--- config.mk ---
export PLATFORM = sky130hd
export DESIGN_NAME = ttcm_fifo
export DESIGN_NICKNAME = d
export VERILOG_FILES = /design/src/rtl/ttcm_pkg.sv /design/src/rtl/ttcm_fifo.sv
export SDC_FILE = /design/constraint.sdc
export NUM_CORES = 1
export LEC_CHECK = 0
export CAP_MARGIN = 20
export CORE_MARGIN = 2
export CORE_UTILIZATION = 62
export DETAILED_ROUTE_END_ITERATION = 6
export DONT_BUFFER_PORTS = 1
export GPL_TIMING_DRIVEN = 0
export PLACE_DENSITY = 0.78
export SLEW_MARGIN = 20
export SYNTH_ARGS = -nofsm -noshare
export SYNTH_HDL_FRONTEND = slang
export SYNTH_SLANG_ARGS = --single-unit
--- constraint.sdc ---
create_clock -name clk -period 2.45 [get_ports clk]
set_input_delay 0.3675 -clock clk [delete_from_list [all_inputs] [get_ports clk]]
set_output_delay 0.3675 -clock clk [all_outputs]
set_load 0.005 [all_outputs]
--- src/rtl/ttcm_pkg.sv ---
// ----------------------------------------------------------------------------
// ttcm_pkg
// Shared constants, types and arithmetic helpers of the texture coordinate
// mapper: fixed-point widths, register indexes, tile modes and stage records.
// ----------------------------------------------------------------------------
`default_nettype none

package ttcm_pkg;

    localparam int COORD_BITS = 12;
    localparam int FRAC_BITS  = 16;

    localparam int COEF_W  = 32;
    localparam int PIX2_W  = COORD_BITS + 2;          // signed 2*p+1
    localparam int PROD_W  = COEF_W + PIX2_W;
    localparam int SUM_W   = PROD_W + 2;
    localparam int T_W     = 32 - FRAC_BITS;          // signed texel index
    localparam int D_W     = T_W - 1;                 // magnitude for reduction
    localparam int SIZE_W  = COORD_BITS + 1;
    localparam int MOD_W   = COORD_BITS + 2;
    localparam int RW      = D_W + MOD_W;
    localparam int CW      = ((D_W > SIZE_W) ? D_W : SIZE_W) + 1;
    localparam int SPS     = 4;                       // reduction steps per stage
    localparam int RED_ST  = (D_W + SPS - 1) / SPS;
    localparam int FIFO_DEPTH = 4;
    localparam int FIFO_AW    = 2;
    localparam int CFG_IDX_W  = 3;
    localparam int CFG_DATA_W = 32;

    typedef enum logic [CFG_IDX_W-1:0] {
        REG_SCALE_X = 3'd0,
        REG_SKEW_X  = 3'd1,
        REG_TRANS_X = 3'd2,
        REG_SKEW_Y  = 3'd3,
        REG_SCALE_Y = 3'd4,
        REG_TRANS_Y = 3'd5,
        REG_MODE    = 3'd6,
        REG_DIMS    = 3'd7
    } reg_idx_t;

    localparam logic [1:0] MODE_CLAMP  = 2'd0;
    localparam logic [1:0] MODE_REPEAT = 2'd1;
    localparam logic [1:0] MODE_MIRROR = 2'd2;

    typedef struct packed {
        logic signed [COEF_W-1:0] scale_x;
        logic signed [COEF_W-1:0] skew_x;
        logic signed [COEF_W-1:0] trans_x;
        logic signed [COEF_W-1:0] skew_y;
        logic signed [COEF_W-1:0] scale_y;
        logic signed [COEF_W-1:0] trans_y;
    } matrix_t;

    typedef struct packed {
        logic signed [T_W-1:0] tx;
        logic signed [T_W-1:0] ty;
        logic                  span;
    } coord_t;

    typedef struct packed {
        logic signed [T_W-1:0] t;
        logic                  neg;
        logic [D_W-1:0]        r;
        logic [MOD_W-1:0]      m;
        logic [SIZE_W-1:0]     size;
    } axis_t;

    typedef struct packed {
        axis_t x;
        axis_t y;
        logic  span;
    } bst_t;

    // Saturate a doubled mapped value to the Q range and floor it to a texel index
    function automatic logic signed [T_W-1:0] sat_floor(logic signed [SUM_W-1:0] s);
        logic [SUM_W-33:0] top;
        logic signed [T_W-1:0] t;
        top = s[SUM_W-1:32];
        if ((&top) || !(|top))
            t = s[32:FRAC_BITS+1];
        else if (s[SUM_W-1])
            t = {1'b1, {(T_W-1){1'b0}}};
        else
            t = {1'b0, {(T_W-1){1'b1}}};
        return t;
    endfunction

endpackage

`default_nettype wire

--- src/rtl/ttcm_fifo.sv ---
// ----------------------------------------------------------------------------
// ttcm_fifo
// Short queue of mapped coordinates between the front and back parts.
// ----------------------------------------------------------------------------
`default_nettype none

module ttcm_fifo import ttcm_pkg::*; (
    input  wire logic   clk,
    input  wire logic   rst_n,
    input  wire logic   in_valid,
    output logic        in_ready,
    input  wire coord_t in_data,
    output logic        out_valid,
    input  wire logic   out_ready,
    output coord_t      out_data
);

    coord_t               mem_reg [FIFO_DEPTH];
    logic [FIFO_AW-1:0]   wr_ptr_reg, rd_ptr_reg;
    logic [FIFO_AW:0]     count_reg, count_next;
    logic                 push, pop;

    assign in_ready  = (count_reg != (FIFO_AW+1)'(FIFO_DEPTH));
    assign out_valid = (count_reg != '0);
    assign out_data  = mem_reg[rd_ptr_reg];
    assign push = in_valid && in_ready;
    assign pop  = out_valid && out_ready;

    // Track fill level
    always_comb
    begin
        count_next = count_reg;
        if (push && !pop)
            count_next = count_reg + 1'b1;
        else if (pop && !push)
            count_next = count_reg - 1'b1;
    end

    always_ff @(posedge clk or negedge rst_n)
    begin
        if (!rst_n)
        begin
            wr_ptr_reg <= '0;
            rd_ptr_reg <= '0;
            count_reg  <= '0;
        end
        else
        begin
            count_reg <= count_next;
            if (push)
                wr_ptr_reg <= wr_ptr_reg + 1'b1;
            if (pop)
                rd_ptr_reg <= rd_ptr_reg + 1'b1;
        end
    end

    // Store entries
    always_ff @(posedge clk)
    begin
        if (push)
            mem_reg[wr_ptr_reg] <= in_data;
    end

endmodule

`default_nettype wire

Word-level counts from Yosys, hierarchy flattened
Memory sizes are Yosys's and may differ from the RTL's.
Cells that the tools add are included.

storage, ports and cells
  bits in registers = 7
  output and inout bits = 35
  memory bits (writable) = 132
  memories kept = 1
  bits of input ports = 37

memories
  memory   words  bits a word  read ports  clocked after Yosys merged registers in  write ports  line             text
  mem_reg  4      33           1           0                                        1            ttcm_fifo.sv:18  coord_t mem_reg [FIFO_DEPTH];

cells by class
  reductions and logical operators = 8
  $add $sub $neg = 4
  muxes and demuxes = 4
  eq/ne operators = 1

operators with widths
  kind                                                                number
  3-bit two-way mux                                                   2
  2-bit by 1-bit adder with 2-bit output, second input constant       2
  1-bit logical AND                                                   4
  3-bit by 1-bit adder with 3-bit output, second input constant       1
  3-bit != test, second input constant                                1
  3-bit nonzero test                                                  1
  3-bit by 1-bit subtractor with 3-bit output, second input constant  1
  1-bit zero test                                                     2
  1-bit two-way mux                                                   2
  2-bit nonzero test                                                  1

Logic depth before layout (Yosys ltp)
  depth in word-level cells = 6
  mapped depth = 8
  depth with buffers taken out = 8

Worst setup path after synthesis
OpenSTA, ideal clock, no wires.

  path kind = reg-to-reg
  start = register count_reg[0]
  end = memory mem_reg[0][0] (netlist bit), enable pin
  cell stages (with the launch flop) = 4
  path slack = 0.471 ns
  data required time = 2.057 ns
  buffers on the path = 0
  arrival time = 1.586 ns
  cells stage by stage = dfrtp_1 > nor2_1 > a21boi_2 > and2_1

between the ends
  longest elaborated chain between the ends = 4

ends and longest elaborated chain
  element                                  line             text
  start, declared                          ttcm_fifo.sv:20  logic [FIFO_AW:0] count_reg, count_next;
  start signal, assigned                   ttcm_fifo.sv:49  count_reg <= count_next;
  3-bit != test                            ttcm_fifo.sv:23  assign in_ready = (count_reg != (FIFO_AW+1)'(FIFO_DEPTH));
  1-bit logical AND                        ttcm_fifo.sv:26  assign push = in_valid && in_ready;
  net push                                 ttcm_fifo.sv:21  logic push, pop;
  1-bit two-way mux                        ttcm_fifo.sv:60  if (push)
  1-bit two-way mux (implied by the code)  ttcm_fifo.sv:61  mem_reg[wr_ptr_reg] <= in_data;
  end, declared                            ttcm_fifo.sv:18

The timed path passes the listed nets, and every way through them passes these cells.

Worst setup path in the final report
  start = register count_reg[1]
  end = register count_reg[2]

between the ends
  longest elaborated chain between the ends = 5

ends and longest elaborated chain
  element                                                         line             text
  3-bit nonzero test (*)                                          ttcm_fifo.sv:24  assign out_valid = (count_reg != '0);
  net out_valid                                                   ttcm_fifo.sv:13  output logic out_valid,
  1-bit logical AND (*)                                           ttcm_fifo.sv:27  assign pop = out_valid && out_ready;
  1-bit zero test                                                 ttcm_fifo.sv:33  if (push && !pop)
  1-bit logical AND                                               ttcm_fifo.sv:33
  3-bit two-way mux / 2-bit nonzero test (equally long branches)  --

Mark *: on every way through the listed nets, which the timed path passes. The rest lies on a longest branch. The select of a mux whose other input is x is not followed.
A chain may end at the register's enable or synchronous reset.

==> results.json <==
{
  "synth_flop_cell": "edfxtp_1",
  "slowest_stage": "or3_1",
  "p_int_mw": 5.58,
  "synth.area.top_cells": "edfxtp_1 76%, mux4_2 12%, dfrtp_1 3.4%",
  "cap_violations": 0,
  "cp_max_fo": 4,
  "synth_simple_gate_area_share_pct": 0.982,
  "syn-num-nets": 251,
  "synth-compound-area-share_pct": 0.216,
  "skew_ns": 0.00607,
  "antenna_cells": 0,
  "rsz0062_at_grt": "false",
  "placedInstanceArea_um2": 5470,
  "synth_common_cells": "132 x edfxtp_1, 28 x mux4_2, 7 x dfrtp_1",
  "critical_path.cell_chain": "or3_1 > nand2_1 > ha_1 > inv_1 > fa_1 > xor2_1 > nor2_1 > xor2_1",
  "gp_congestion": 0.730,
  "ys_seq_area_share_pct": 79.2,
  "synth_top_family_by_area": "multiplexers",
  "cp_top_family": "simple AND/OR/NAND/NOR gates",
  "numPortBuffers": 0,
  "antenna_found_initial": 0,
  "synth_edf_count": 132,
  "relSlewSlack_pct": 71.5,
  "grt_max_degree": 22,
  "finalCritPeriodShare_pct": 88.9,
  "htree_num_levels": 4,
  "grt_pass1_wl_mm": 14.0,
  "fp.dieH_um": 95.8,
  "max_freq_mhz": 459,
  "clk_latency_ns": 0.51,
  "worst-path-buf-inv": 1,
  "holdWs_ns": 0.0351,
  "first_pass_iters": 4,
  "end_kind": "flip-flop",
  "yosysTopAreaCell": "edfxtp_1",
  "start_kind": "flip-flop",
  "largest_reg_flops": 132,
  "drtIter0Drc": 155,
  "yosysWarningCount": 0,
  "hold_path_class": "primary input to flip-flop",
  "die_area_um2": 9180,
  "synth-xor-area-share_pct": 1.01,
  "comb_power_share_pct": 25.6,
  "slew_violations": 0,
  "power_frac_seq_pct": 43.2,
  "hold_viol_final": 0,
  "cts_buffers": 17,
  "cts_resized": 0,
  "synth_most_common_cell": "edfxtp_1",
  "io_pins": 72,
  "die_w_um": 95.8,
  "synthesis.area_um2": 5220,
  "initial_core_util_pct": 63.9,
  "synth_cell_types": 19,
  "grt-ovfl-total": 0,
  "vias": 2307,
  "netlist_instances": 208,
  "clk_pin_slew_worst_paths_ns": 0.06,
  "ys_ff_latch": 139,
  "path_class": "flip-flop to flip-flop",
  "grt_pass1_vias": 2501,
  "fill_cells": 418,
  "antenna_left": 0,
  "setup_viol": 0,
  "rows": 33,
  "switching_power_mw": 2.09,
  "max_stage_delay_ns": 0.46,
  "cts_root_buf": "clkbuf_8",
  "coreArea_um2": 8180,
  "required_ns": 2.88,
  "async_flop_share_pct": 5.04,
  "min_period_ns": 2.18,
  "wl_mm": 9.32,
  "switching_share_pct": 27.3,
  "worst_pin_slew_ns": 0.428,
  "cts_tree": "built",
  "crit_path_frequent_cell": "xor2_1",
  "via_per_inst": 6.04,
  "vdd.ir_drop.worst_mv": 0.978,
  "clockBufferDepth": 2,
  "synthAdderAreaFrac_pct": 1.58,
  "leakage_nw": 2.13,
  "crit_arrival_ns": 2.60,
  "hpwl_mm": 5.78,
  "clock-sinks": 139,
  "route.detailed.wl_per_inst_um": 24.4,
  "yosysTopAreaCellShare_pct": 75.9,
  "p_clk_share_pct": 31.2,
  "track_usage_pct": 22.6,
  "synth.area.mux_share_pct": 15.0,
  "synth_area_per_cell_um2": 25.1,
  "final_area_um2": 6370,
  "area_growth_pct": 22.0,
  "final_nets": 308,
  "drc_errors": 0,
  "status": "finished, final reports clean",
  "pwr_density_cell_nw_per_um2": 1200,
  "final_layout_size_suffix_gt1_share_pct": 27.4
}
[area by class of cell]
| cell class | instances | area [um^2] | area share (%) |
|---|---|---|---|
| well taps | 105 | 131 | 2.06 |
| flip-flops and latches | 139 | 4140 | 64.9 |
| inverters | 3 | 11.3 | 0.177 |
| repair buffers | 38 | 450 | 7.07 |
| multi-input cells | 58 | 987 | 15.5 |
| clock inverters | 12 | 141 | 2.22 |
| clock buffers | 19 | 422 | 6.62 |
| plain buffers | 8 | 91.3 | 1.43 |
[layer usage]
layer | share of wire [%] | track usage, % | vias up
met5 | 0 | 0 | -
met4 | 1.4 | 8.81 | 0
met3 | 5.4 | 6.81 | 11
met2 | 56 | 38.8 | 83
met1 | 37 | 27.0 | 1219
li1 | - | - | 994
[power groups by stage]
stage	Clock, mW	Sequential, mW	Combinational, mW
after floorplan	0	3.30	1.42
after global placement	0	3.33	1.71
after detailed placement	0	3.36	1.92
after CTS	2.42	3.32	2.01
after global routing	2.53	3.35	2.12
final	2.39	3.32	1.96
[per-stage QoR]
stage	std cells	worst slack, ns	total power, mW	setup TNS [ns]	util [%]
2_1_floorplan	208	0.471	4.72	0	-
3_3_place_gp	313	-0.0231	5.04	-1.70	65.5
3_5_place_dp	317	0.288	5.28	0	66.9
4_1_cts	382	0.254	7.76	0	78.0
5_1_grt	382	0.123	8.00	0	78.0
6_report	382	0.271	7.67	0	78.0
[cells by family (layout without fill, tap and decap cells)]
group                      Yosys count  count (layout)
xor gates and xnor gates             6               6
AOI/OAI and AO/OA                    1               1
buffers and inverters               11              80
DFF                                139             139
muxes                               35              35
adders and majority gates            6               6
and+or+nand+nor                     10              10
[worst paths after layout]
path / cells past startpoint / slack (ns) / endpoint / start
min reg2reg: 1 / 0.56 / count_reg[2]$_DFFE_PN0P_ / count_reg[2]$_DFFE_PN0P_
max: 8 / 0.27 / count_reg[2]$_DFFE_PN0P_ / count_reg[1]$_DFFE_PN0P_
max in group asynchronous: 1 / 2.03 / count_reg[0]$_DFFE_PN0P_ / rst_n
min in group asynchronous: 1 / 0.18 / rd_ptr_reg[0]$_DFFE_PN0P_ / rst_n
min: 2 / 0.04 / rd_ptr_reg[1]$_DFFE_PN0P_ / out_ready
max reg2reg: 8 / 0.27 / count_reg[2]$_DFFE_PN0P_ / count_reg[1]$_DFFE_PN0P_
[cell usage in the layout (no fill, tap or decap), drive strengths merged]
cell,count
edfxtp,132
dlygate4sd3,34
mux4,33
clkbuf,19
buf,12
dfrtp,7
inv,6
ha,5
clkinvlp,5
and2,4
xnor2,4
nor2,2
nand2,2
mux2,2
xor2,2
bufinv,2
clkinv,2
a21boi,1
or3,1
nand3,1
fa,1
[worst register-to-register path, cell delays in order (launching register included)]
cell and delay (ns):
dfrtp_1 0.42, or3_1 0.46, nand2_1 0.16, ha_1 0.21, inv_1 0.06, fa_1 0.37, xor2_1 0.15, nor2_1 0.11
xor2_1 0.17
[timing repair]
action	CTS	global route
hold endpoints to repair	139	0
hold buffers	34	0
endpoints found under the setup margin	0	0
buffers inserted	0	0
(Power assumes the default switching activity.)
