`src/rtl/ttcm_pkg.sv`:
```
// ----------------------------------------------------------------------------
// ttcm_pkg
// Shared constants, types and arithmetic helpers of the texture coordinate
// mapper: fixed-point widths, register indexes, tile modes and stage records.
// ----------------------------------------------------------------------------
`default_nettype none

package ttcm_pkg;

    localparam int COORD_BITS = 12;
    localparam int FRAC_BITS  = 16;

    localparam int COEF_W  = 32;
    localparam int PIX2_W  = COORD_BITS + 2;          // signed 2*p+1
    localparam int PROD_W  = COEF_W + PIX2_W;
    localparam int SUM_W   = PROD_W + 2;
    localparam int T_W     = 32 - FRAC_BITS;          // signed texel index
    localparam int D_W     = T_W - 1;                 // magnitude for reduction
    localparam int SIZE_W  = COORD_BITS + 1;
    localparam int MOD_W   = COORD_BITS + 2;
    localparam int RW      = D_W + MOD_W;
    localparam int CW      = ((D_W > SIZE_W) ? D_W : SIZE_W) + 1;
    localparam int SPS     = 4;                       // reduction steps per stage
    localparam int RED_ST  = (D_W + SPS - 1) / SPS;
    localparam int FIFO_DEPTH = 4;
    localparam int FIFO_AW    = 2;
    localparam int CFG_IDX_W  = 3;
    localparam int CFG_DATA_W = 32;

    typedef enum logic [CFG_IDX_W-1:0] {
        REG_SCALE_X = 3'd0,
        REG_SKEW_X  = 3'd1,
        REG_TRANS_X = 3'd2,
        REG_SKEW_Y  = 3'd3,
        REG_SCALE_Y = 3'd4,
        REG_TRANS_Y = 3'd5,
        REG_MODE    = 3'd6,
        REG_DIMS    = 3'd7
    } reg_idx_t;

    localparam logic [1:0] MODE_CLAMP  = 2'd0;
    localparam logic [1:0] MODE_REPEAT = 2'd1;
    localparam logic [1:0] MODE_MIRROR = 2'd2;

    typedef struct packed {
        logic signed [COEF_W-1:0] scale_x;
        logic signed [COEF_W-1:0] skew_x;
        logic signed [COEF_W-1:0] trans_x;
        logic signed [COEF_W-1:0] skew_y;
        logic signed [COEF_W-1:0] scale_y;
        logic signed [COEF_W-1:0] trans_y;
    } matrix_t;

    typedef struct packed {
        logic signed [T_W-1:0] tx;
        logic signed [T_W-1:0] ty;
        logic                  span;
    } coord_t;

    typedef struct packed {
        logic signed [T_W-1:0] t;
        logic                  neg;
        logic [D_W-1:0]        r;
        logic [MOD_W-1:0]      m;
        logic [SIZE_W-1:0]     size;
    } axis_t;

    typedef struct packed {
        axis_t x;
        axis_t y;
        logic  span;
    } bst_t;

    // Saturate a doubled mapped value to the Q range and floor it to a texel index
    function automatic logic signed [T_W-1:0] sat_floor(logic signed [SUM_W-1:0] s);
        logic [SUM_W-33:0] top;
        logic signed [T_W-1:0] t;
        top = s[SUM_W-1:32];
        if ((&top) || !(|top))
            t = s[32:FRAC_BITS+1];
        else if (s[SUM_W-1])
            t = {1'b1, {(T_W-1){1'b0}}};
        else
            t = {1'b0, {(T_W-1){1'b1}}};
        return t;
    endfunction

endpackage

`default_nettype wire

```
`src/rtl/ttcm_if.sv`:
```
// ----------------------------------------------------------------------------
// ttcm interfaces
// Valid/ready channels for pixels in, texels out and register writes.
// ----------------------------------------------------------------------------
`default_nettype none

interface ttcm_pix_if import ttcm_pkg::*; ();
    logic                  valid;
    logic                  ready;
    logic [COORD_BITS-1:0] pixel_x;
    logic [COORD_BITS-1:0] pixel_y;
    logic                  span_end;
    modport source (output valid, pixel_x, pixel_y, span_end, input ready);
    modport sink   (input valid, pixel_x, pixel_y, span_end, output ready);
endinterface


`default_nettype wire

```
`src/rtl/ttcm_front.sv`:
```
// ----------------------------------------------------------------------------
// ttcm_front
// Accept pixels, map the pixel center through the affine matrix and floor
// the saturated result to signed texel indexes. Two pipeline stages.
// ----------------------------------------------------------------------------
`default_nettype none

module ttcm_front import ttcm_pkg::*; (
    input  wire logic   clk,
    input  wire logic   rst_n,
    input  wire matrix_t mat,
    ttcm_pix_if.sink    pix,
    output logic        push_valid,
    input  wire logic   push_ready,
    output coord_t      push_data
);

    logic                     s1_v_reg;
    logic signed [PROD_W-1:0] pax_reg, pbx_reg, pay_reg, pby_reg;
    logic signed [COEF_W-1:0] cx_reg, cy_reg;
    logic                     span1_reg;
    logic                     s2_v_reg;
    coord_t                   s2_reg;
    logic                     s1_ready, s2_ready;
    logic signed [PIX2_W-1:0] px2, py2;
    logic signed [SUM_W-1:0]  sum_x, sum_y;

    // Advance a stage when it is empty or its contents move on
    assign s2_ready = !s2_v_reg || push_ready;
    assign s1_ready = !s1_v_reg || s2_ready;
    assign pix.ready = s1_ready;

    // Doubled pixel centers
    assign px2 = $signed({1'b0, pix.pixel_x, 1'b1});
    assign py2 = $signed({1'b0, pix.pixel_y, 1'b1});

    // Stage 1: products
    always_ff @(posedge clk or negedge rst_n)
    begin
        if (!rst_n)
            s1_v_reg <= 1'b0;
        else if (s1_ready)
            s1_v_reg <= pix.valid;
    end

    always_ff @(posedge clk)
    begin
        if (s1_ready && pix.valid)
        begin
            pax_reg   <= mat.scale_x * px2;
            pbx_reg   <= mat.skew_x  * py2;
            pay_reg   <= mat.skew_y  * px2;
            pby_reg   <= mat.scale_y * py2;
            cx_reg    <= mat.trans_x;
            cy_reg    <= mat.trans_y;
            span1_reg <= pix.span_end;
        end
    end

    // Stage 2: sum, saturate, floor
    assign sum_x = SUM_W'(pax_reg) + SUM_W'(pbx_reg) + SUM_W'($signed({cx_reg, 1'b0}));
    assign sum_y = SUM_W'(pay_reg) + SUM_W'(pby_reg) + SUM_W'($signed({cy_reg, 1'b0}));

    always_ff @(posedge clk or negedge rst_n)
    begin
        if (!rst_n)
            s2_v_reg <= 1'b0;
        else if (s2_ready)
            s2_v_reg <= s1_v_reg;
    end

    always_ff @(posedge clk)
    begin
        if (s2_ready && s1_v_reg)
        begin
            s2_reg.tx   <= sat_floor(sum_x);
            s2_reg.ty   <= sat_floor(sum_y);
            s2_reg.span <= span1_reg;
        end
    end

    assign push_valid = s2_v_reg;
    assign push_data  = s2_reg;

endmodule

`default_nettype wire

```
`src/flat_wrapper.sv`:
```
// flat-port wrapper written by rule: the top's interface ports become plain ports
module ttcm_front_flat import ttcm_pkg::*;
  (clk, rst_n, mat, push_valid, push_ready, push_data, pix_valid, pix_pixel_x, pix_pixel_y, pix_span_end, pix_ready);
  ttcm_pix_if pix_i ();
  input  wire logic clk;
  input  wire logic rst_n;
  input  wire matrix_t mat;
  output logic push_valid;
  input  wire logic push_ready;
  output coord_t push_data;
  input wire logic [$bits(pix_i.valid)-1:0] pix_valid;
  input wire logic [$bits(pix_i.pixel_x)-1:0] pix_pixel_x;
  input wire logic [$bits(pix_i.pixel_y)-1:0] pix_pixel_y;
  input wire logic [$bits(pix_i.span_end)-1:0] pix_span_end;
  output wire logic [$bits(pix_i.ready)-1:0] pix_ready;
  assign pix_i.valid = pix_valid;
  assign pix_i.pixel_x = pix_pixel_x;
  assign pix_i.pixel_y = pix_pixel_y;
  assign pix_i.span_end = pix_span_end;
  assign pix_ready = pix_i.ready;
  ttcm_front u_core (.clk(clk), .rst_n(rst_n), .mat(mat), .pix(pix_i), .push_valid(push_valid), .push_ready(push_ready), .push_data(push_data));
endmodule
```
`config.mk`:
```
export PLATFORM = sky130hd
export DESIGN_NAME = ttcm_front_flat
export DESIGN_NICKNAME = d
export VERILOG_FILES = /design/src/rtl/ttcm_pkg.sv /design/src/rtl/ttcm_if.sv /design/src/rtl/ttcm_front.sv /design/src/flat_wrapper.sv
export SDC_FILE = /design/constraint.sdc
export NUM_CORES = 2
export LEC_CHECK = 0
export BUFFER_PORTS_ARGS = -buffer_cell sky130_fd_sc_hd__buf_2
export CAP_MARGIN = 15
export CORE_ASPECT_RATIO = 1.4
export CORE_MARGIN = 8
export CORE_UTILIZATION = 56
export CTS_CLUSTER_DIAMETER = 150
export DETAILED_ROUTE_END_ITERATION = 8
export HOLD_SLACK_MARGIN = 0.08
export PLACE_DENSITY = 0.84
export REMOVE_ABC_BUFFERS = 1
export SLEW_MARGIN = 20
export SYNTH_ARGS = -nofsm -noshare
export SYNTH_HDL_FRONTEND = slang
export SYNTH_SLANG_ARGS = --single-unit
export TNS_END_PERCENT = 50
```
`constraint.sdc`:
```
create_clock -name clk -period 9.2 [get_ports clk]
set_clock_uncertainty 0.05 [all_clocks]
set_input_delay 0 -clock clk [delete_from_list [all_inputs] [get_ports clk]]
set_output_delay 0 -clock clk [all_outputs]
set_load 0.005 [all_outputs]
```
* After elaboration in Yosys (flattened, before gate mapping)
Cells that the tools add are included.
Storage, ports and cells: bits in read-only memories 0, memory bits (writable) 0, input port bits 221, memories kept 0, output and inout port bits 35, bits in latches 0, bits in registers 284
Cells by class: order comparisons 0, eq/ne operators 0, reduce and logical (&&, ||, !) cells 14, divide/modulo/power cells 0, multiply operators 4, add/subtract/negate cells 4, bitwise logic cells 0, shift operators 0, mux-type cells 4
Operators with widths (count):
- $mul 32x14->46 | 4
- $add 47x33->48 | 2
- $add 46x46->47 | 2
- $mux 16 | 4
- $reduce_and 16->1 | 2
- $reduce_or 16->1 | 2
- $logic_not 1->1 | 4
- $logic_or 1x1->1 | 4
- $logic_and 1x1->1 | 2

* Logic depth before layout (Yosys ltp)
word-level depth 6, depth in mapped cells 28

* Worst setup path before layout
OpenSTA, ideal clock, no wires.
path type flip-flop to flip-flop, from register u_core.s2_v_reg, in the netlist u_core.push_valid, to register u_core.cx_reg[0] (enable), required time 8507 ps, library setup time 643 ps, data arrival time 6231 ps, clock period less this slack 6924 ps, buffers on the path 0, setup slack 2276 ps, cell stages (with the launch flop) 3, cell sequence dfrtp_1 > nand3b_1 > and2_1
On the way: cells in the longest elaborated chain, start to end 4
Ends and longest elaborated chain:
- from (decl) | line ttcm_front.sv:22 | logic s2_v_reg;
- from (signal assigned) | line ttcm_front.sv:69 | s2_v_reg <= s1_v_reg;
- $logic_not 1->1 | line ttcm_front.sv:29 | assign s2_ready = !s2_v_reg || push_ready;
- $logic_or 1x1->1 | line ttcm_front.sv:29
- $logic_or 1x1->1 | line ttcm_front.sv:30 | assign s1_ready = !s1_v_reg || s2_ready;
- named net pix_ready | line flat_wrapper.sv:15 | output wire logic [$bits(pix_i.ready)-1:0] pix_ready;
- $logic_and 1x1->1 | line ttcm_front.sv:48 | if (s1_ready && pix.valid)
- to (signal assigned) | line ttcm_front.sv:54 | cx_reg <= mat.trans_x;
- to (decl) | line ttcm_front.sv:20 | logic signed [COEF_W-1:0] cx_reg, cy_reg;
The timed path passes the listed nets, and every way through them passes these cells. A chain may end at the register's enable or synchronous reset.

* Final worst setup path
from input pix_pixel_y[1], to register u_core.pby_reg[45] (data pin)
On the way: cells in the longest elaborated chain, start to end 1
Ends and longest elaborated chain:
- from (decl) | line flat_wrapper.sv:13 | input wire logic [$bits(pix_i.pixel_y)-1:0] pix_pixel_y;
- $mul 32x14->46 | line ttcm_front.sv:53 | pby_reg <= mat.scale_y * py2;
- to (signal assigned) | line ttcm_front.sv:53
- to (decl) | line ttcm_front.sv:19 | logic signed [PROD_W-1:0] pax_reg, pbx_reg, pay_reg, pby_reg;
Every way passes these cells.

==> metrics.md <==
| Metric | Value |
|---|---|
| Status | `finished clean` |
| Crit-path max FO | `45` |
| Sum of negative setup slack | `0 ns` |
| Post-synth EDFFs | `282` |
| Synthesized flop and latch total | `284` |
| Crit path capture type | `flip-flop` |
| Minimum clock period | `7.21 ns` |
| Rel. slew slack | `24.4%` |
| RSZ-0062 raised after global routing | `no` |
| Placement Setup Slack | `1.53 ns` |
| Fin util | `59.7%` |
| DR vias/cell | `5.67` |
| Core area | `130000 um2` |
| Worst hold start | `mat[9]` |
| Remaining DRCs | `0` |
| Global-route wire length before repair | `317000 um` |
| Max Fclk | `0.139 GHz` |
| Vias in the first global route | `61.0k` |
| Initial antenna violation count | `40` |
| Worst Hold Class | `input pin to flip-flop` |
| PnR worst setup slack | `1.99 ns` |
| Distinct cell type count of the synthesized netlist | `81` |
| TritonCTS clock tree | `done` |
| Yosys top cell by area | `fa_1` |
| Top-area cell type share of the netlist area | `43.9%` |
| CTS root buffer | `clkbuf_16` |
| Clk pin slew, worst setup/hold paths | `0.06 ns` |
| Row count | `157` |
| Final Hold Viols | `0` |
| Initial Util | `56.1%` |
| Ports | `256` |
| Fill cells | `10.4k` |
| Fin nets | `10.1k` |
| Reg2Reg Depth | `14` |
| Die Y | `444 um` |
| GRT Total Usage | `28.1%` |
| Hold Path End | `u_core.cy_reg[9]` |
| Mapped Cells | `7693` |
| Hold Path Depth | `2` |
| Top FF cell, synth | `edfxtp_1` |
| Gr ovfl total | `0` |
| Die Area | `143000 um2` |
| Die X | `321 um` |
| Final Setup Violations | `0` |
| DR pass1 iterations | `8` |
| Total Wirelength | `197000 um` |
| Area contributors post-synth | `fa_1, edfxtp_1, inv_1, ha_1, and2_1` |
| Final cycle utilization of the critical path | `78.4%` |
| Port Buf Inserts | `255` |
| Max-slew violations | `0` |
| CP arrival | `7.49 ns` |
| Via Count | `54.4k` |
| DRT iter0 DRCs | `3852` |
| RR Endpoint | `u_core.push_data[21]` |
| Wirelength per Cell | `20.6 um` |
| CP required | `9.48 ns` |
| H-tree levels | `1` |
| Clock Sinks | `284` |
| Final ANT Viol Nets | `0` |
| WS Path Type | `input pin to flip-flop` |
| Clk buf depth | `3` |
| Max-cap violation count | `0` |
| Setup repair bufs after CTS | `0` |
| Ys async rst share | `0.704%` |
| R2R Path Start | `u_core.cx_reg[14]` |
| Layout cells sized above 1 | `4.85%` |
| DPL Wire Length | `158000 um` |
| Area Overhead vs Synth | `6.39%` |
| CTS Buf Count | `31` |
| Final GP Congestion | `0.933` |
| R2R Setup Slk | `2.87 ns` |
| Cell Area, Synth | `73100 um2` |
| Avg Cell Area, Syn | `9.50 um2` |
| Critical Path Source Type | `input pin` |
| Clock Latency Late Sink | `0.60 ns` |
| Largest net degree at the start of global routing | `83` |
| Synth Warn # | `0` |
| Actual slew at the worst max-slew pin | `1.13 ns` |
| Sequential area share after synthesis | `11.6%` |
cell type report:
| type | instances | area (um2) | share of cell area, % |
|---|---|---|---|
| Clock buffer | 35 | 791 | 1.02 |
| Timing Repair Buffer | 402 | 2680 | 3.44 |
| Clock inverter | 21 | 239 | 0.307 |
| Multi-Input combinational cell | 5216 | 56300 | 72.4 |
| Inverter | 1857 | 6970 | 8.96 |
| Sequential cell | 284 | 8520 | 11.0 |
| Antenna cell | 23 | 57.6 | 0.0740 |
| Tap cell | 1749 | 2190 | 2.81 |
layer usage:
metal	routed length, um	GRT usage, %	up-vias	share of wire [%]
met5	120	0	-	0.061
met4	15200	18.1	18	7.7
met3	15000	5.31	887	7.6
met2	99300	48.7	2505	50
met1	67700	31.5	27600	34
li1	-	-	23300	-
kinds of logic (layout without fill, tap and decap cells):
group	count (synthesis)	after routing	share of synthesized area [%]
AND/OR/NAND/NOR	2095	2095	14.6
flip-flops	284	284	11.6
other	0	23	0
XOR/XNOR	240	240	2.87
buffers and inverters	2193	2315	11.3
AO/OA/AOI/OAI	745	745	6.66
multiplexers	20	20	0.279
adder cells (fa/ha/maj)	2116	2116	52.7
cell usage after synthesis, types with 6 or more instances:
| cell type | instances |
|---|---|
| edfxtp_1 | 282 |
| a21oi_1 | 233 |
| xor2_1 | 76 |
| nand2_1 | 822 |
| o21bai_1 | 39 |
| nand2b_1 | 38 |
| and2_1 | 852 |
| a211o_1 | 11 |
| o211ai_1 | 22 |
| or2_2 | 6 |
| inv_1 | 1857 |
| o21a_1 | 36 |
| nor2_1 | 142 |
| a21boi_0 | 8 |
| a21o_1 | 115 |
| nor2b_1 | 27 |
| nand3_1 | 50 |
| o21ai_0 | 126 |
| or3_1 | 13 |
| nor3_1 | 34 |
| fa_1 | 1602 |
| a31oi_1 | 22 |
| or4_1 | 7 |
| xnor2_1 | 164 |
| nor4_1 | 17 |
| ha_1 | 514 |
| clkbuf_1 | 329 |
| o31ai_1 | 13 |
| a211oi_1 | 17 |
| a311oi_1 | 17 |
| and3_1 | 24 |
| mux2i_1 | 17 |
| a2111oi_0 | 9 |
| nand4_1 | 42 |
how the worst max path moves through the flow:
stage          slack [ns]         startpoint  cells after the start                  to
2_1_floorplan        2.28  u_core.push_valid                      2    u_core.cx_reg[0]
3_3_place_gp         1.69     pix_pixel_y[5]                     24  u_core.pbx_reg[45]
3_5_place_dp         1.53     pix_pixel_x[2]                     26  u_core.pay_reg[45]
4_1_cts              2.13     pix_pixel_x[2]                     26  u_core.pay_reg[45]
5_1_grt              1.63     pix_pixel_y[1]                     26  u_core.pby_reg[45]
6_report             1.99     pix_pixel_y[1]                     26  u_core.pby_reg[45]
placed cells by master, fill, tap and decap left out, drive strengths merged, types with 22 or more instances in the layout:
cell type,count
edfxtp,282
o211ai,23
and3,24
xor2,76
a21oi,234
diode,23
o21ai,130
and2,852
nor3,35
nand2,822
a31oi,22
o21bai,39
inv,1859
fa,1602
ha,514
xnor2,164
nand4,42
dlygate4sd3,107
nand3,50
o21a,36
nand2b,38
nor2,142
a21o,115
nor2b,27
clkbuf,35
buf,295
critical path, stage by stage:
cell and delay (ns):
buf_2 0.71, buf_4 0.39, and2_1 0.20, fa_1 0.39, inv_1 0.08, fa_1 0.41
inv_1 0.10, fa_1 0.45, fa_1 0.51, fa_1 0.49, inv_1 0.05, fa_1 0.48
inv_1 0.04, ha_1 0.35, and3_1 0.24, nor2b_1 0.14, a211o_1 0.26, a21oi_1 0.16
nor3b_1 0.26, a21oi_1 0.15, o41ai_1 0.59, a21oi_1 0.22, o21ai_0 0.21, a21boi_0 0.13
o41ai_1 0.32, xnor2_1 0.12
stage by stage:
stage | cell area (um2) | hold slack (ns) | std cells
2_1_floorplan | 71800 | -0.346 | 7357
3_3_place_gp | 75600 | -0.256 | 9401
3_5_place_dp | 75600 | -0.254 | 9401
4_1_cts | 77700 | 0.0807 | 9564
5_1_grt | 77800 | 0.0857 | 9576
6_report | 77800 | 0.107 | 9587
what timing repair did:
item	4_1_cts	5_1_grt
gates resized for setup	0	0
hold buffers	107	0
hold endpoints to repair	109	0
Power is not shown: default switching activity piles up to over one toggle a cycle in this logic, so the estimate is an artifact.
