===== src/rtl/ttcm_pkg.sv =====
// ----------------------------------------------------------------------------
// ttcm_pkg
// Shared constants, types and arithmetic helpers of the texture coordinate
// mapper: fixed-point widths, register indexes, tile modes and stage records.
// ----------------------------------------------------------------------------
`default_nettype none

package ttcm_pkg;

    localparam int COORD_BITS = 12;
    localparam int FRAC_BITS  = 16;

    localparam int COEF_W  = 32;
    localparam int PIX2_W  = COORD_BITS + 2;          // signed 2*p+1
    localparam int PROD_W  = COEF_W + PIX2_W;
    localparam int SUM_W   = PROD_W + 2;
    localparam int T_W     = 32 - FRAC_BITS;          // signed texel index
    localparam int D_W     = T_W - 1;                 // magnitude for reduction
    localparam int SIZE_W  = COORD_BITS + 1;
    localparam int MOD_W   = COORD_BITS + 2;
    localparam int RW      = D_W + MOD_W;
    localparam int CW      = ((D_W > SIZE_W) ? D_W : SIZE_W) + 1;
    localparam int SPS     = 4;                       // reduction steps per stage
    localparam int RED_ST  = (D_W + SPS - 1) / SPS;
    localparam int FIFO_DEPTH = 4;
    localparam int FIFO_AW    = 2;
    localparam int CFG_IDX_W  = 3;
    localparam int CFG_DATA_W = 32;

    typedef enum logic [CFG_IDX_W-1:0] {
        REG_SCALE_X = 3'd0,
        REG_SKEW_X  = 3'd1,
        REG_TRANS_X = 3'd2,
        REG_SKEW_Y  = 3'd3,
        REG_SCALE_Y = 3'd4,
        REG_TRANS_Y = 3'd5,
        REG_MODE    = 3'd6,
        REG_DIMS    = 3'd7
    } reg_idx_t;

    localparam logic [1:0] MODE_CLAMP  = 2'd0;
    localparam logic [1:0] MODE_REPEAT = 2'd1;
    localparam logic [1:0] MODE_MIRROR = 2'd2;

    typedef struct packed {
        logic signed [COEF_W-1:0] scale_x;
        logic signed [COEF_W-1:0] skew_x;
        logic signed [COEF_W-1:0] trans_x;
        logic signed [COEF_W-1:0] skew_y;
        logic signed [COEF_W-1:0] scale_y;
        logic signed [COEF_W-1:0] trans_y;
    } matrix_t;

    typedef struct packed {
        logic signed [T_W-1:0] tx;
        logic signed [T_W-1:0] ty;
        logic                  span;
    } coord_t;

    typedef struct packed {
        logic signed [T_W-1:0] t;
        logic                  neg;
        logic [D_W-1:0]        r;
        logic [MOD_W-1:0]      m;
        logic [SIZE_W-1:0]     size;
    } axis_t;

    typedef struct packed {
        axis_t x;
        axis_t y;
        logic  span;
    } bst_t;

    // Saturate a doubled mapped value to the Q range and floor it to a texel index
    function automatic logic signed [T_W-1:0] sat_floor(logic signed [SUM_W-1:0] s);
        logic [SUM_W-33:0] top;
        logic signed [T_W-1:0] t;
        top = s[SUM_W-1:32];
        if ((&top) || !(|top))
            t = s[32:FRAC_BITS+1];
        else if (s[SUM_W-1])
            t = {1'b1, {(T_W-1){1'b0}}};
        else
            t = {1'b0, {(T_W-1){1'b1}}};
        return t;
    endfunction

endpackage

`default_nettype wire


===== src/rtl/ttcm_if.sv =====
// ----------------------------------------------------------------------------
// ttcm interfaces
// Valid/ready channels for pixels in, texels out and register writes.
// ----------------------------------------------------------------------------
`default_nettype none


interface ttcm_tex_if import ttcm_pkg::*; ();
    logic                  valid;
    logic                  ready;
    logic [COORD_BITS-1:0] texel_x;
    logic [COORD_BITS-1:0] texel_y;
    logic                  span_last;
    modport source (output valid, texel_x, texel_y, span_last, input ready);
    modport sink   (input valid, texel_x, texel_y, span_last, output ready);
endinterface


`default_nettype wire


===== src/rtl/ttcm_back.sv =====
// ----------------------------------------------------------------------------
// ttcm_back
// Apply the tile mode: a prep stage, a pipelined restoring modulo reduction
// (SPS quotient bits per stage) and a registered select of the final texel.
// ----------------------------------------------------------------------------
`default_nettype none

module ttcm_back import ttcm_pkg::*; (
    input  wire logic                  clk,
    input  wire logic                  rst_n,
    input  wire logic [1:0]            mode,
    input  wire logic [2*COORD_BITS-1:0] dims,
    input  wire logic                  in_valid,
    output logic                       in_ready,
    input  wire coord_t                in_data,
    ttcm_tex_if.source                 tex
);

    // Prepare one axis: magnitude, sign, size and modulus
    function automatic axis_t prep_axis(logic signed [T_W-1:0] t,
                                        logic [COORD_BITS-1:0] dim,
                                        logic [1:0] md);
        axis_t a;
        a.t    = t;
        a.neg  = t[T_W-1];
        a.r    = t[T_W-1] ? ~t[D_W-1:0] : t[D_W-1:0];
        a.size = {1'b0, dim} + 1'b1;
        a.m    = (md == MODE_MIRROR) ? {a.size, 1'b0} : {1'b0, a.size};
        return a;
    endfunction

    // Run SPS restoring steps of the remainder for stage j
    function automatic axis_t red_axis(axis_t a, int j);
        axis_t o;
        int k;
        logic [D_W-1:0] hi;
        logic [RW-1:0]  sub;
        o = a;
        for (int i = 0; i < SPS; i++)
        begin
            k = D_W - 1 - j * SPS - i;
            if (k >= 0)
            begin
                hi = o.r >> k;
                if (RW'(hi) >= RW'(o.m))
                begin
                    sub = RW'(o.r) - (RW'(o.m) << k);
                    o.r = sub[D_W-1:0];
                end
            end
        end
        return o;
    endfunction

    // Pick the texel for the tile mode
    function automatic logic [COORD_BITS-1:0] tile_axis(axis_t a, logic [1:0] md);
        logic [MOD_W-1:0] rm, res;
        logic [CW-1:0]    tmag, sz;
        rm   = a.neg ? (a.m - 1'b1 - MOD_W'(a.r)) : MOD_W'(a.r);
        tmag = CW'(a.t[D_W-1:0]);
        sz   = CW'(a.size);
        case (md)
            MODE_REPEAT: res = rm;
            MODE_MIRROR: res = (rm < MOD_W'(a.size)) ? rm : (a.m - 1'b1 - rm);
            default:
            begin
                if (a.neg)
                    res = '0;
                else if (tmag >= sz)
                    res = MOD_W'(a.size - 1'b1);
                else
                    res = MOD_W'(tmag);
            end
        endcase
        return res[COORD_BITS-1:0];
    endfunction

    logic                  v_reg [RED_ST+1];
    bst_t                  st_reg [RED_ST+1];
    logic                  rdy [RED_ST+2];
    logic                  out_v_reg;
    logic [COORD_BITS-1:0] out_x_reg, out_y_reg;
    logic                  out_span_reg;

    // Ready chain from the output register back to the queue
    always_comb
    begin
        rdy[RED_ST+1] = !out_v_reg || tex.ready;
        for (int j = RED_ST; j >= 0; j--)
            rdy[j] = !v_reg[j] || rdy[j+1];
    end
    assign in_ready = rdy[0];

    // Advance valid bits
    always_ff @(posedge clk or negedge rst_n)
    begin
        if (!rst_n)
        begin
            for (int j = 0; j <= RED_ST; j++)
                v_reg[j] <= 1'b0;
            out_v_reg <= 1'b0;
        end
        else
        begin
            if (rdy[0])
                v_reg[0] <= in_valid;
            for (int j = 1; j <= RED_ST; j++)
                if (rdy[j])
                    v_reg[j] <= v_reg[j-1];
            if (rdy[RED_ST+1])
                out_v_reg <= v_reg[RED_ST];
        end
    end

    // Advance payloads
    always_ff @(posedge clk)
    begin
        if (rdy[0] && in_valid)
        begin
            st_reg[0].x    <= prep_axis(in_data.tx, dims[COORD_BITS-1:0], mode);
            st_reg[0].y    <= prep_axis(in_data.ty, dims[2*COORD_BITS-1:COORD_BITS], mode);
            st_reg[0].span <= in_data.span;
        end
        for (int j = 1; j <= RED_ST; j++)
        begin
            if (rdy[j] && v_reg[j-1])
            begin
                st_reg[j].x    <= red_axis(st_reg[j-1].x, j - 1);
                st_reg[j].y    <= red_axis(st_reg[j-1].y, j - 1);
                st_reg[j].span <= st_reg[j-1].span;
            end
        end
        if (rdy[RED_ST+1] && v_reg[RED_ST])
        begin
            out_x_reg    <= tile_axis(st_reg[RED_ST].x, mode);
            out_y_reg    <= tile_axis(st_reg[RED_ST].y, mode);
            out_span_reg <= st_reg[RED_ST].span;
        end
    end

    assign tex.valid     = out_v_reg;
    assign tex.texel_x   = out_x_reg;
    assign tex.texel_y   = out_y_reg;
    assign tex.span_last = out_span_reg;

endmodule

`default_nettype wire


===== src/flat_wrapper.sv =====
// flat-port wrapper written by rule: the top's interface ports become plain ports
module ttcm_back_flat import ttcm_pkg::*;
  (clk, rst_n, mode, dims, in_valid, in_ready, in_data, tex_valid, tex_texel_x, tex_texel_y, tex_span_last, tex_ready);
  ttcm_tex_if tex_i ();
  input  wire logic clk;
  input  wire logic rst_n;
  input  wire logic [1:0] mode;
  input  wire logic [2*COORD_BITS-1:0] dims;
  input  wire logic in_valid;
  output logic in_ready;
  input  wire coord_t in_data;
  output wire logic [$bits(tex_i.valid)-1:0] tex_valid;
  output wire logic [$bits(tex_i.texel_x)-1:0] tex_texel_x;
  output wire logic [$bits(tex_i.texel_y)-1:0] tex_texel_y;
  output wire logic [$bits(tex_i.span_last)-1:0] tex_span_last;
  input wire logic [$bits(tex_i.ready)-1:0] tex_ready;
  assign tex_valid = tex_i.valid;
  assign tex_texel_x = tex_i.texel_x;
  assign tex_texel_y = tex_i.texel_y;
  assign tex_span_last = tex_i.span_last;
  assign tex_i.ready = tex_ready;
  ttcm_back u_core (.clk(clk), .rst_n(rst_n), .mode(mode), .dims(dims), .in_valid(in_valid), .in_ready(in_ready), .in_data(in_data), .tex(tex_i));
endmodule

===== config.mk =====
export PLATFORM = sky130hd
export DESIGN_NAME = ttcm_back_flat
export DESIGN_NICKNAME = d
export VERILOG_FILES = /design/src/rtl/ttcm_pkg.sv /design/src/rtl/ttcm_if.sv /design/src/rtl/ttcm_back.sv /design/src/flat_wrapper.sv
export SDC_FILE = /design/constraint.sdc
export NUM_CORES = 1
export LEC_CHECK = 0
export BUFFER_PORTS_ARGS = -buffer_cell sky130_fd_sc_hd__buf_2
export CAP_MARGIN = 10
export CELL_PAD_IN_SITES_DETAIL_PLACEMENT = 1
export CELL_PAD_IN_SITES_GLOBAL_PLACEMENT = 2
export CORE_MARGIN = 1.5
export CORE_UTILIZATION = 40
export CTS_CLUSTER_SIZE = 40
export DETAILED_ROUTE_END_ITERATION = 7
export PLACE_DENSITY = 0.79
export SYNTH_ARGS = -nofsm -noshare
export SYNTH_HDL_FRONTEND = slang
export SYNTH_SLANG_ARGS = --single-unit
export TNS_END_PERCENT = 5

===== constraint.sdc =====
create_clock -name clk -period 27.7 [get_ports clk]
set_input_delay 1.385 -clock clk [delete_from_list [all_inputs] [get_ports clk]]
set_output_delay 1.385 -clock clk [all_outputs]
set_load 0.005 [all_outputs]

Word level (Yosys, flattened, before mapping)
Memory sizes are Yosys's and may differ from the RTL's.
Cells that the tools add are included.
Widths: inputs -> output; s select.
{"block": "word_totals", "regBits": 31, "latch_bits": 0, "mem_bits_rw": 595, "romBits": 0, "inputBits": 63, "output_inout_bits": 27, "memories": 1}
{"name": "u_core.st_reg", "depth": 5, "width": 119, "rd": 5, "rd_clocked_by_memory_dff": 0, "wr": 5, "line": "ttcm_back.sv:79", "text": "bst_t st_reg [RED_ST+1];"}
{"block": "classes", "n_addsub": 40, "mul": 0, "div": 0, "order_cmp": 34, "eq_ne": 2, "shift": 0, "n_mux": 84, "bitwise": 2, "reduce_logical": 18}
{"cell": "$mux 15", "count": 62}
{"cell": "$sub 15x15->15", "count": 28}
{"cell": "$mux 12", "count": 6}
{"cell": "$mux 14", "count": 4}
{"cell": "$pmux 12 s2", "count": 2}
{"cell": "$ge 15x13->1", "count": 2}
{"cell": "$ge 15x14->1", "count": 2}
{"cell": "$not 15->15", "count": 2}
{"cell": "$sub 15x14->15", "count": 2}
{"cell": "$ge 1x14->1", "count": 2}
{"cell": "$ge 10x14->1", "count": 2}
{"cell": "$ge 11x14->1", "count": 2}
{"cell": "$ge 12x14->1", "count": 2}
{"cell": "$ge 13x14->1", "count": 2}
{"cell": "$ge 14x14->1", "count": 2}
{"cell": "$ge 2x14->1", "count": 2}
{"cell": "$ge 3x14->1", "count": 2}
{"cell": "$ge 4x14->1", "count": 2}
{"cell": "$ge 5x14->1", "count": 2}
{"cell": "$ge 6x14->1", "count": 2}
{"cell": "$ge 7x14->1", "count": 2}
{"cell": "$ge 8x14->1", "count": 2}
{"cell": "$ge 9x14->1", "count": 2}
{"cell": "$lt 14x13->1", "count": 2}
{"cell": "other kinds (11)", "count": 40}

Longest topological paths before layout
Gate-level depths: netlist of run 1.
{"block": "depth", "ltp_word": 17, "depth_mapped": 41, "mapped_depth_nobuf": 38}

Worst setup path after synthesis of run 1
Ideal clock, no wire load.
{"block": "synth_path", "path_type": "input port to flip-flop", "start": "input tex_ready", "end": "memory u_core.st_reg[4][0] (netlist name) (enable)", "t_arrival_ns": 9.801, "slack_ns": 17.135, "cell_stages": 2, "path_buffers": 0, "cell_sequence": "nor2b_1 a21boi_0"}
{"item": "start, declared", "line": "flat_wrapper.sv:16", "text": "input wire logic [$bits(tex_i.ready)-1:0] tex_ready;"}
{"item": "end, declared", "line": "ttcm_back.sv:79"}

==> run metrics, run 1 <==
Hold WC Path Type reg2reg; Routed Antenna Nets 0; CTS tree built; fin worst setup slack 16.95 ns; Die Y 309 um; post_cts resized 0; Post-Syn Nets 3617; internal power 3000 uW; clk_skew 0.0178 ns; total track usage 0.204; met2 Usage GRT 0.335; fillers 9968; antenna violations before repair 2; first-pass GRT wire length 152000 um; wire per inst 21.1 um; power per standard cell area 120 nW/um^2; CP arrival 11.09 ns; Worst-path clk slew 0.06 ns; Slowest-stage cell, CP o221ai_1; worst setup path category reg2reg; Final Hold Vio Count 0; post-synthesis sequential area ratio 0.492; CP Capture Type flip-flop; Vias/cell 5.43; Max Slew Vio Count 0; hold endpoint u_core.st_reg[4][116]$_DFFE_PP_; Slew @ Worst Pin 1.10 ns; Hold Path Stages 0; switch share 0.402; Syn. warnings 0; layout cells sized above 1 0.129; Slew headroom 0.268; TritonCTS Sinks 614; status finished clean; setup repair bufs after CTS 0; final period utilization 0.388; hold_buf cts 0; Syn Area/Cell 11.8 sq um; Register-to-Register Path Depth 35; combinational fraction of design power 0.538; Fmax 93.0 MHz; core area 93000 sq um; post-DP HPWL 76500 um; RSZ-0062 raised after global routing false; Post-synth ARST share 0.00977; critical path's largest stage delay 0.83 ns; WL final 97500 um; worst r2r dst u_core.st_reg[3][40]$_DFFE_PP_; DP Worst Slack 17.09 ns; Sw Pwr 2020 uW; GR Layer Usage met3 0.0233; Critical Path RT 28.04 ns; max FFs per register 583; Power Total 5020 uW; commonest cells after routing, fill and taps aside edfxtp_1 (608), ha_1 (341), inv_1 (291); full die area 95400 sq um; area taken by multi-input logic gates 17800 sq um; Port Buffers 89; residual DRC count 0; P&R area growth vs syn 11.4%; Initial Util 0.402; vias in the first global route 26.7k; depth of the CTS H-tree 3; final setup violation count 0; latest clock arrival within the worst-skew pair 0.61 ns; Inserted Diodes 0; CTS root buf clkbuf_16; Post-Syn Area 37400 sq um; Longest Clk Path Bufs 3; most common cell after layout, fill and taps aside edfxtp_1; grt ovf 0; Reg area 18400 sq um; met1 Use GR 0.288; critical path fanouts, max 12; leak pwr 0.0167 uW; final core utilization 0.448; final setup TNS 0 ns; maximum vdd drop 0.0629 mV; EDFF count, synth 608; dominant synthesized flop cell edfxtp_1; chip width 309 um; max cap viols 0; busiest layer in global routing met2; Clock power frac 0.180; Reg power frac 0.282; largest net degree at the start of global routing 84; row count 112; fin crit period 10.75 ns; startpoint types flip-flop; Final #Nets 3755; Vias 25.1k; Crit path top cell by count o21ai_0; Post-Syn Instances 3180; # IOs 90; DR iter-0 viols 1237; CTS Buf Count 69; R2R Path Start u_core.st_reg[2][15]$_DFFE_PP_; final cell count without fillers 4625; DRT Pass-1 Iters 5; #FFs+latches synth 614; number of instances in the placed design 4499; Yosys cell types 88; GP Congestion 0.894; reg-to-reg slack, setup 16.95 ns; Hold Startpoint u_core.st_reg[3][116]$_DFFE_PP_
[routing by layer]
| layer | part of all wire | up-vias | routed length [um] |
|---|---|---|---|
| met4 | 0.018 | 0 | 1750 |
| met3 | 0.039 | 93 | 3810 |
| met5 | 0 | - | 0 |
| li1 | - | 12100 | - |
| met1 | 0.48 | 12500 | 46900 |
| met2 | 0.46 | 443 | 45000 |
[synth_stat cells, drive strengths merged (7+ instances only)]
cell      n  area [sq um]
ha      342          4280
a21boi   14           105
and2     10          62.6
o21ai   146           734
xor2    117          1020
a31oi    13          81.3
clkbuf   21          78.8
nor3     64           320
o21bai   14           105
edfxtp  608         18300
nand3b    7          52.6
o21a     39           293
or2      13          81.3
nor4     23           156
nand3    51           260
fa       32           641
a211oi   18           140
mux2    171          1960
o221ai   26           234
and3     27           169
o31a      8          70.1
nor2    159           597
o31ai    19           171
inv     291          1090
mux2i    50           500
xnor2   151          1320
a21o     76           571
or3      30           193
nor2b    70           438
a21oi   176           900
buf      18           105
nand2   146           551
nand4    48           300
o211ai   35           263
nand2b   56           350
[critical path, delay by kind of cell (launching register included)]
| kind | cells | cell delay (ns) |
|---|---|---|
| buffers and inverters | 2 | 0.52 |
| adder cells (fa/ha/maj) | 4 | 1.89 |
| AO/OA/AOI/OAI | 19 | 5.05 |
| multiplexers | 3 | 1.28 |
| AND/OR/NAND/NOR | 7 | 1.19 |
| flip-flops | 1 | 0.55 |
[through the flow]
stage / area (sq um) / hold WS (ns)
finish: 41700 / 0.409
global route: 41700 / 0.420
CTS: 41700 / 0.410
detailed placement: 39400 / 0.405
global placement: 39400 / 0.400
floorplan: 37400 / 0.400
[logic make-up (layout without fill, tap and decap cells)]
group / count (synthesis) / count (layout) / share of synthesized area
simple gates: 723 / 723 / 0.0987
compound gates: 649 / 649 / 0.116
flops: 614 / 614 / 0.492
fa+ha+maj: 374 / 374 / 0.131
buf+inv: 331 / 522 / 0.0342
xor+xnor: 268 / 268 / 0.0627
mux: 221 / 221 / 0.0656
[power by group through the flow]
stage	logic [uW]	registers [uW]	clock network, uW
after CTS	2690	1420	925
final	2700	1420	905
after global placement	2540	1430	0
after global routing	2990	1430	955
after floorplan	2030	1400	0
after detailed placement	2670	1440	0
[worst max-delay path by stage]
stage                     cells past startpoint                           start  slack, ns                        endpoint
final                                        35  u_core.st_reg[2][15]$_DFFE_PP_      16.95  u_core.st_reg[3][40]$_DFFE_PP_
after CTS                                    35  u_core.st_reg[2][15]$_DFFE_PP_      16.97  u_core.st_reg[3][33]$_DFFE_PP_
after global routing                         35  u_core.st_reg[2][15]$_DFFE_PP_      16.15  u_core.st_reg[3][33]$_DFFE_PP_
after global placement                       35  u_core.st_reg[2][15]$_DFFE_PP_      17.30  u_core.st_reg[3][33]$_DFFE_PP_
after detailed placement                     35  u_core.st_reg[2][15]$_DFFE_PP_      17.09  u_core.st_reg[3][40]$_DFFE_PP_
after floorplan                               2                       tex_ready      17.13   u_core.st_reg[4][0]$_DFFE_PP_
[final cells by class]
class | count | area share
multi-input cells | 2235 | 0.427
repair buffers | 106 | 0.0140
clock buffers | 81 | 0.0427
flip-flops and latches | 614 | 0.442
inverters | 292 | 0.0263
clock inverters | 43 | 0.0110
well taps | 1254 | 0.0376
Note: power is estimated with default switching activity, not from simulation.
==> run 2: changes to the inputs <==
==> constraint.sdc (replaced) <==
create_clock -name clk -period 11.18 [get_ports clk]
set_input_delay 0.559 -clock clk [delete_from_list [all_inputs] [get_ports clk]]
set_output_delay 0.559 -clock clk [all_outputs]
set_load 0.005 [all_outputs]
==> run metrics, run 2 (same netlist as run 1, synthesis figures left out) <==
status finished clean (unchanged); Vias/cell 5.44 (was 5.43); first-pass GRT wire length 153000 um (was 152000 um); Initial Util 0.402 (unchanged); TritonCTS Sinks 614 (unchanged); grt ovf 0 (unchanged); most common cell after layout, fill and taps aside edfxtp_1 (unchanged); Fmax 101 MHz (was 93.0 MHz); GP Congestion 0.900 (was 0.894); layout cells sized above 1 0.130 (was 0.129); clk_skew 0.0229 ns (was 0.0178 ns); top sig layer met4 (unchanged); full die area 95400 sq um (unchanged); fin crit period 9.88 ns (was 10.75 ns); commonest cells after routing, fill and taps aside edfxtp_1 (608), ha_1 (341), inv_1 (291) (unchanged); critical path's largest stage delay 0.83 ns (about the same); CTS Buf Count 70 (was 69); row count 112 (unchanged); Vias 25.2k (was 25.1k); M1 WL 46800 um (was 46900 um); CTS tree built (unchanged); DR iter-0 viols 1112 (was 1237); Final Hold Vio Count 0 (unchanged); max FFs per register 583 (unchanged); max cap viols 0 (unchanged); CP arrival 10.23 ns (was 11.09 ns); Crit path top cell by count o21ai_0 (unchanged); depth of the CTS H-tree 3 (unchanged); latest clock arrival within the worst-skew pair 0.63 ns (was 0.61 ns); wire per inst 21.2 um (was 21.1 um); # IOs 90 (unchanged); total track usage 0.207 (was 0.204); Slew @ Worst Pin 1.21 ns (was 1.10 ns); Power Total 12500 uW (was 5020 uW); setup repair bufs after CTS 0 (unchanged); post_cts resized 0 (unchanged); maximum vdd drop 0.154 mV (was 0.0629 mV); final core utilization 0.449 (was 0.448); antenna violations before repair 0 (was 2); worst setup path category reg2reg (unchanged); Longest Clk Path Bufs 3 (unchanged); P&R area growth vs syn 11.6% (was 11.4%); Hold WC Path Type in2reg (was reg2reg); hold_buf cts 1 (was 0); WL final 98300 um (was 97500 um); post-DP HPWL 77400 um (was 76500 um); Worst-path clk slew 0.06 ns (about the same); Final #Nets 3758 (was 3755); power per standard cell area 298 nW/um^2 (was 120 nW/um^2); CTS root buf clkbuf_16 (unchanged); Inserted Diodes 0 (unchanged); Met2 Wirelength 45400 um (was 45000 um); Die Y 309 um (unchanged); core area 93000 sq um (unchanged); CP Capture Type flip-flop (unchanged); Routed Antenna Nets 0 (unchanged); final period utilization 0.883 (was 0.388); Critical Path RT 11.54 ns (was 28.04 ns); residual DRC count 0 (unchanged); DRT Pass-1 Iters 5 (unchanged); Max Slew Vio Count 0 (unchanged); Slowest-stage cell, CP o221ai_1 (unchanged); largest net degree at the start of global routing 84 (unchanged); chip width 309 um (unchanged); final setup TNS 0 ns (unchanged); startpoint types flip-flop (unchanged); vias in the first global route 26.9k (was 26.7k); Port Buffers 89 (unchanged); metal3 WL 3780 um (was 3810 um); leak pwr 0.0167 uW (about the same); critical path fanouts, max 12 (unchanged); RSZ-0062 raised after global routing false (unchanged); final setup violation count 0 (unchanged); Slew headroom 0.193 (was 0.268)
run 2: final timing paths:
path | start | to | slack [ns] | cells after the start
worst min register to register | u_core.st_reg[1][103]$_DFFE_PP_ | u_core.st_reg[2][103]$_DFFE_PP_ | 0.41 | 0
worst min-delay path | in_data[0] | u_core.st_reg[0][0]$_DFFE_PP_ | 0.12 | 1
max in group asynchronous | rst_n | u_core.v_reg[1]$_DFFE_PN0P_ | 10.70 | 2
min in group asynchronous | rst_n | u_core.v_reg[4]$_DFFE_PN0N_ | 0.31 | 2
worst max register to register | u_core.st_reg[2][15]$_DFFE_PP_ | u_core.st_reg[3][37]$_DFFE_PP_ | 1.30 | 37
worst max-delay path | u_core.st_reg[2][15]$_DFFE_PP_ | u_core.st_reg[3][37]$_DFFE_PP_ | 1.30 | 37
run 2: metrics by stage:
step           setup slack (ns)  instances  instance area, sq um  hold slack (ns)
6_report                   1.30       4628                 41800            0.118
3_3_place_gp               1.45       4501                 39400            0.390
4_1_cts                    1.32       4627                 41800           0.0718
3_5_place_dp               1.38       4501                 39400            0.404
5_1_grt                   0.451       4628                 41800           0.0912
2_1_floorplan              1.44       3180                 37400            0.263
run 2: worst max-delay path, delay by kind of cell, from the launching register on:
kind | cells | cell delay, ns
compound gates | 18 | 4.02
fa+ha+maj | 4 | 1.73
mux | 4 | 1.58
buf+inv | 4 | 0.91
simple gates | 7 | 0.83
flops | 1 | 0.52
run 2: metal layers:
| metal | up-vias | global-route usage |
|---|---|---|
| met5 | - | 0 |
| met4 | 0 | 0.0614 |
| met3 | 141 | 0.0272 |
| met2 | 428 | 0.341 |
| met1 | 12500 | 0.284 |
| li1 | 12100 | - |
run 2: layout make-up:
class / count / area (sq um)
clock buffer: 80 / 1810
clock inverter: 45 / 495
fill: 9953 / 51300
inverter: 292 / 1100
multi-input combinational: 2235 / 17800
sequential: 614 / 18400
tap: 1254 / 1570
timing repair buffer: 108 / 598
run 2: power by group:
group	switching, uW	total, uW	internal, uW
clock network	960	2280	1320
registers	283	3520	3230
logic	3780	6660	2880
total	5020	12500	7440
==> run 3: changes to the inputs <==
--- a/config.mk
+++ b/config.mk
@@ -8,12 +8,13 @@
 export BUFFER_PORTS_ARGS = -buffer_cell sky130_fd_sc_hd__buf_2
 export CAP_MARGIN = 10
 export CELL_PAD_IN_SITES_DETAIL_PLACEMENT = 1
-export CELL_PAD_IN_SITES_GLOBAL_PLACEMENT = 2
+export CELL_PAD_IN_SITES_GLOBAL_PLACEMENT = 1
 export CORE_MARGIN = 1.5
 export CORE_UTILIZATION = 40
+export CTS_BUF_LIST = sky130_fd_sc_hd__clkbuf_4 sky130_fd_sc_hd__clkbuf_8 sky130_fd_sc_hd__clkbuf_16
 export CTS_CLUSTER_SIZE = 40
 export DETAILED_ROUTE_END_ITERATION = 7
-export PLACE_DENSITY = 0.79
+export PLACE_DENSITY = 0.7
 export SYNTH_ARGS = -nofsm -noshare
 export SYNTH_HDL_FRONTEND = slang
 export SYNTH_SLANG_ARGS = --single-unit
==> run metrics, run 3 (same netlist as run 1, synthesis figures left out) <==
status finished clean (unchanged); max FFs per register 583 (unchanged); busiest layer in global routing met2 (unchanged); row count 112 (unchanged); first-pass GRT wire length 143000 um (was 153000 um); Port Buffers 89 (unchanged); hold_buf cts 1 (unchanged); largest net degree at the start of global routing 80 (was 84); total track usage 0.191 (was 0.207); Vias/cell 5.33 (was 5.44); max cap viols 0 (unchanged); TritonCTS Sinks 614 (unchanged); Routed Antenna Nets 0 (unchanged); Hold Path Stages 2 (was 1); CTS tree built (unchanged); Vias 24.6k (was 25.2k); final setup violation count 0 (unchanged); worst setup path category reg2reg (unchanged); WL final 91400 um (was 98300 um); chip width 309 um (unchanged); Hold Startpoint in_valid (was in_data[0]); Register-to-Register Path Depth 37 (unchanged); RSZ-0062 raised after global routing false (unchanged); met1 Use GR 0.270 (was 0.284); most common cell after layout, fill and taps aside edfxtp_1 (unchanged); Reg area 18400 sq um (unchanged); fillers 9981 (was 9953); Slowest-stage cell, CP edfxtp_1 (was o221ai_1); critical path fanouts, max 12 (unchanged); Power Total 12300 uW (was 12500 uW); final setup TNS 0 ns (unchanged); met2 Usage GRT 0.304 (was 0.341); DRT Pass-1 Iters 5 (unchanged); fin worst setup slack 1.45 ns (was 1.30 ns); # IOs 90 (unchanged); final cell count without fillers 4628 (unchanged); Inserted Diodes 0 (unchanged); wire per inst 19.8 um (was 21.2 um); CTS root buf clkbuf_16 (unchanged); final period utilization 0.870 (was 0.883); leak pwr 0.0167 uW (about the same); GR Layer Usage met3 0.0282 (was 0.0272); design area 41700 sq um (was 41800 sq um); startpoint types flip-flop (unchanged); area taken by multi-input logic gates 17800 sq um (unchanged); post-DP HPWL 71800 um (was 77400 um); Worst-path clk slew 0.07 ns (was 0.06 ns); core area 93000 sq um (unchanged); Max Slew Vio Count 0 (unchanged); worst r2r dst u_core.st_reg[3][34]$_DFFE_PP_ (was u_core.st_reg[3][37]$_DFFE_PP_); fin crit period 9.73 ns (was 9.88 ns); latest clock arrival within the worst-skew pair 0.65 ns (was 0.63 ns); Fmax 103 MHz (was 101 MHz); Final #Nets 3759 (was 3758); post_cts resized 0 (unchanged); Initial Util 0.402 (unchanged); DR iter-0 viols 1261 (was 1112); number of instances in the placed design 4504 (was 4501); reg-to-reg slack, setup 1.45 ns (was 1.30 ns); grt ovf 0 (unchanged); Longest Clk Path Bufs 3 (unchanged); hold endpoint u_core.v_reg[4]$_DFFE_PN0N_ (was u_core.st_reg[0][0]$_DFFE_PP_); power per standard cell area 295 nW/um^2 (was 298 nW/um^2); commonest cells after routing, fill and taps aside edfxtp_1 (608), ha_1 (341), inv_1 (291) (unchanged); layout cells sized above 1 0.131 (was 0.130); depth of the CTS H-tree 3 (unchanged); P&R area growth vs syn 11.5% (was 11.6%); CP arrival 10.10 ns (was 10.23 ns); Hold WC Path Type in2reg (unchanged); antenna violations before repair 2 (was 0); Critical Path RT 11.55 ns (was 11.54 ns); CP Capture Type flip-flop (unchanged); Final Hold Vio Count 0 (unchanged); Crit path top cell by count o21ai_0 (unchanged); GP Congestion 0.828 (was 0.900); setup repair bufs after CTS 0 (unchanged); critical path's largest stage delay 0.52 ns (was 0.83 ns); DP Worst Slack 1.45 ns (was 1.38 ns); R2R Path Start u_core.st_reg[2][15]$_DFFE_PP_ (unchanged); Placed Instance Area 39500 sq um (was 39400 sq um); CP Buf/Inv Count 4 (unchanged); CTS Buf Count 69 (was 70); residual DRC count 0 (unchanged); Die Y 309 um (unchanged); clk_skew 0.0366 ns (was 0.0229 ns); Slew headroom 0.265 (was 0.193); maximum vdd drop 0.163 mV (was 0.154 mV); full die area 95400 sq um (unchanged); delay-heaviest family, CP compound AO/OA/AOI/OAI gates (unchanged); vias in the first global route 25.4k (was 26.9k); Slew @ Worst Pin 1.10 ns (was 1.21 ns)
## run 3: cell count changes in the layout (fill, tap and decap cells not counted), moves of 3 or more
cell and change:
clkinv_4 -5, clkbuf_4 +6, clkinv_1 +5, clkbuf_1 -9, clkinvlp_4 +3, buf_4 +3
## run 3: where the power goes
part | internal (uW) | switching, uW
sequential | 3230 | 285
clock | 1270 | 982
combinational | 2880 | 3660
total | 7380 | 4920
## run 3: how the worst max path moves through the flow
stage,startpoint,to,slack (ns),cells after the start
after floorplan,tex_ready,u_core.st_reg[4][0]$_DFFE_PP_,1.44,2
after global placement,u_core.st_reg[2][15]$_DFFE_PP_,u_core.st_reg[3][33]$_DFFE_PP_,1.65,37
after detailed placement,u_core.st_reg[2][15]$_DFFE_PP_,u_core.st_reg[3][34]$_DFFE_PP_,1.45,37
after CTS,u_core.st_reg[2][15]$_DFFE_PP_,u_core.st_reg[3][34]$_DFFE_PP_,1.43,37
after global routing,u_core.st_reg[2][15]$_DFFE_PP_,u_core.st_reg[3][34]$_DFFE_PP_,0.62,37
final,u_core.st_reg[2][15]$_DFFE_PP_,u_core.st_reg[3][34]$_DFFE_PP_,1.45,37
## run 3: routing by layer
layer / vias up / share of wire / routed length, um
li1: 12100 / - / -
met1: 12100 / 0.49 / 44800
met2: 353 / 0.45 / 40900
met3: 114 / 0.039 / 3570
met4: 4 / 0.023 / 2110
met5: - / 0.00025 / 23
## run 3: area by class of cell
class / instances / area share
Sequential cell: 614 / 0.441
Multi-Input combinational cell: 2235 / 0.426
Clock buffer: 75 / 0.0425
Tap cell: 1254 / 0.0376
Inverter: 292 / 0.0263
Timing Repair Buffer: 110 / 0.0145
Clock inverter: 48 / 0.0116
## run 3: per-stage QoR
step / hold slack (ns) / utilization
6_report: 0.109 / 0.448
5_1_grt: 0.105 / 0.448
4_1_cts: 0.0760 / 0.448
3_5_place_dp: 0.405 / 0.424
3_3_place_gp: 0.401 / 0.424
2_1_floorplan: 0.263 / -
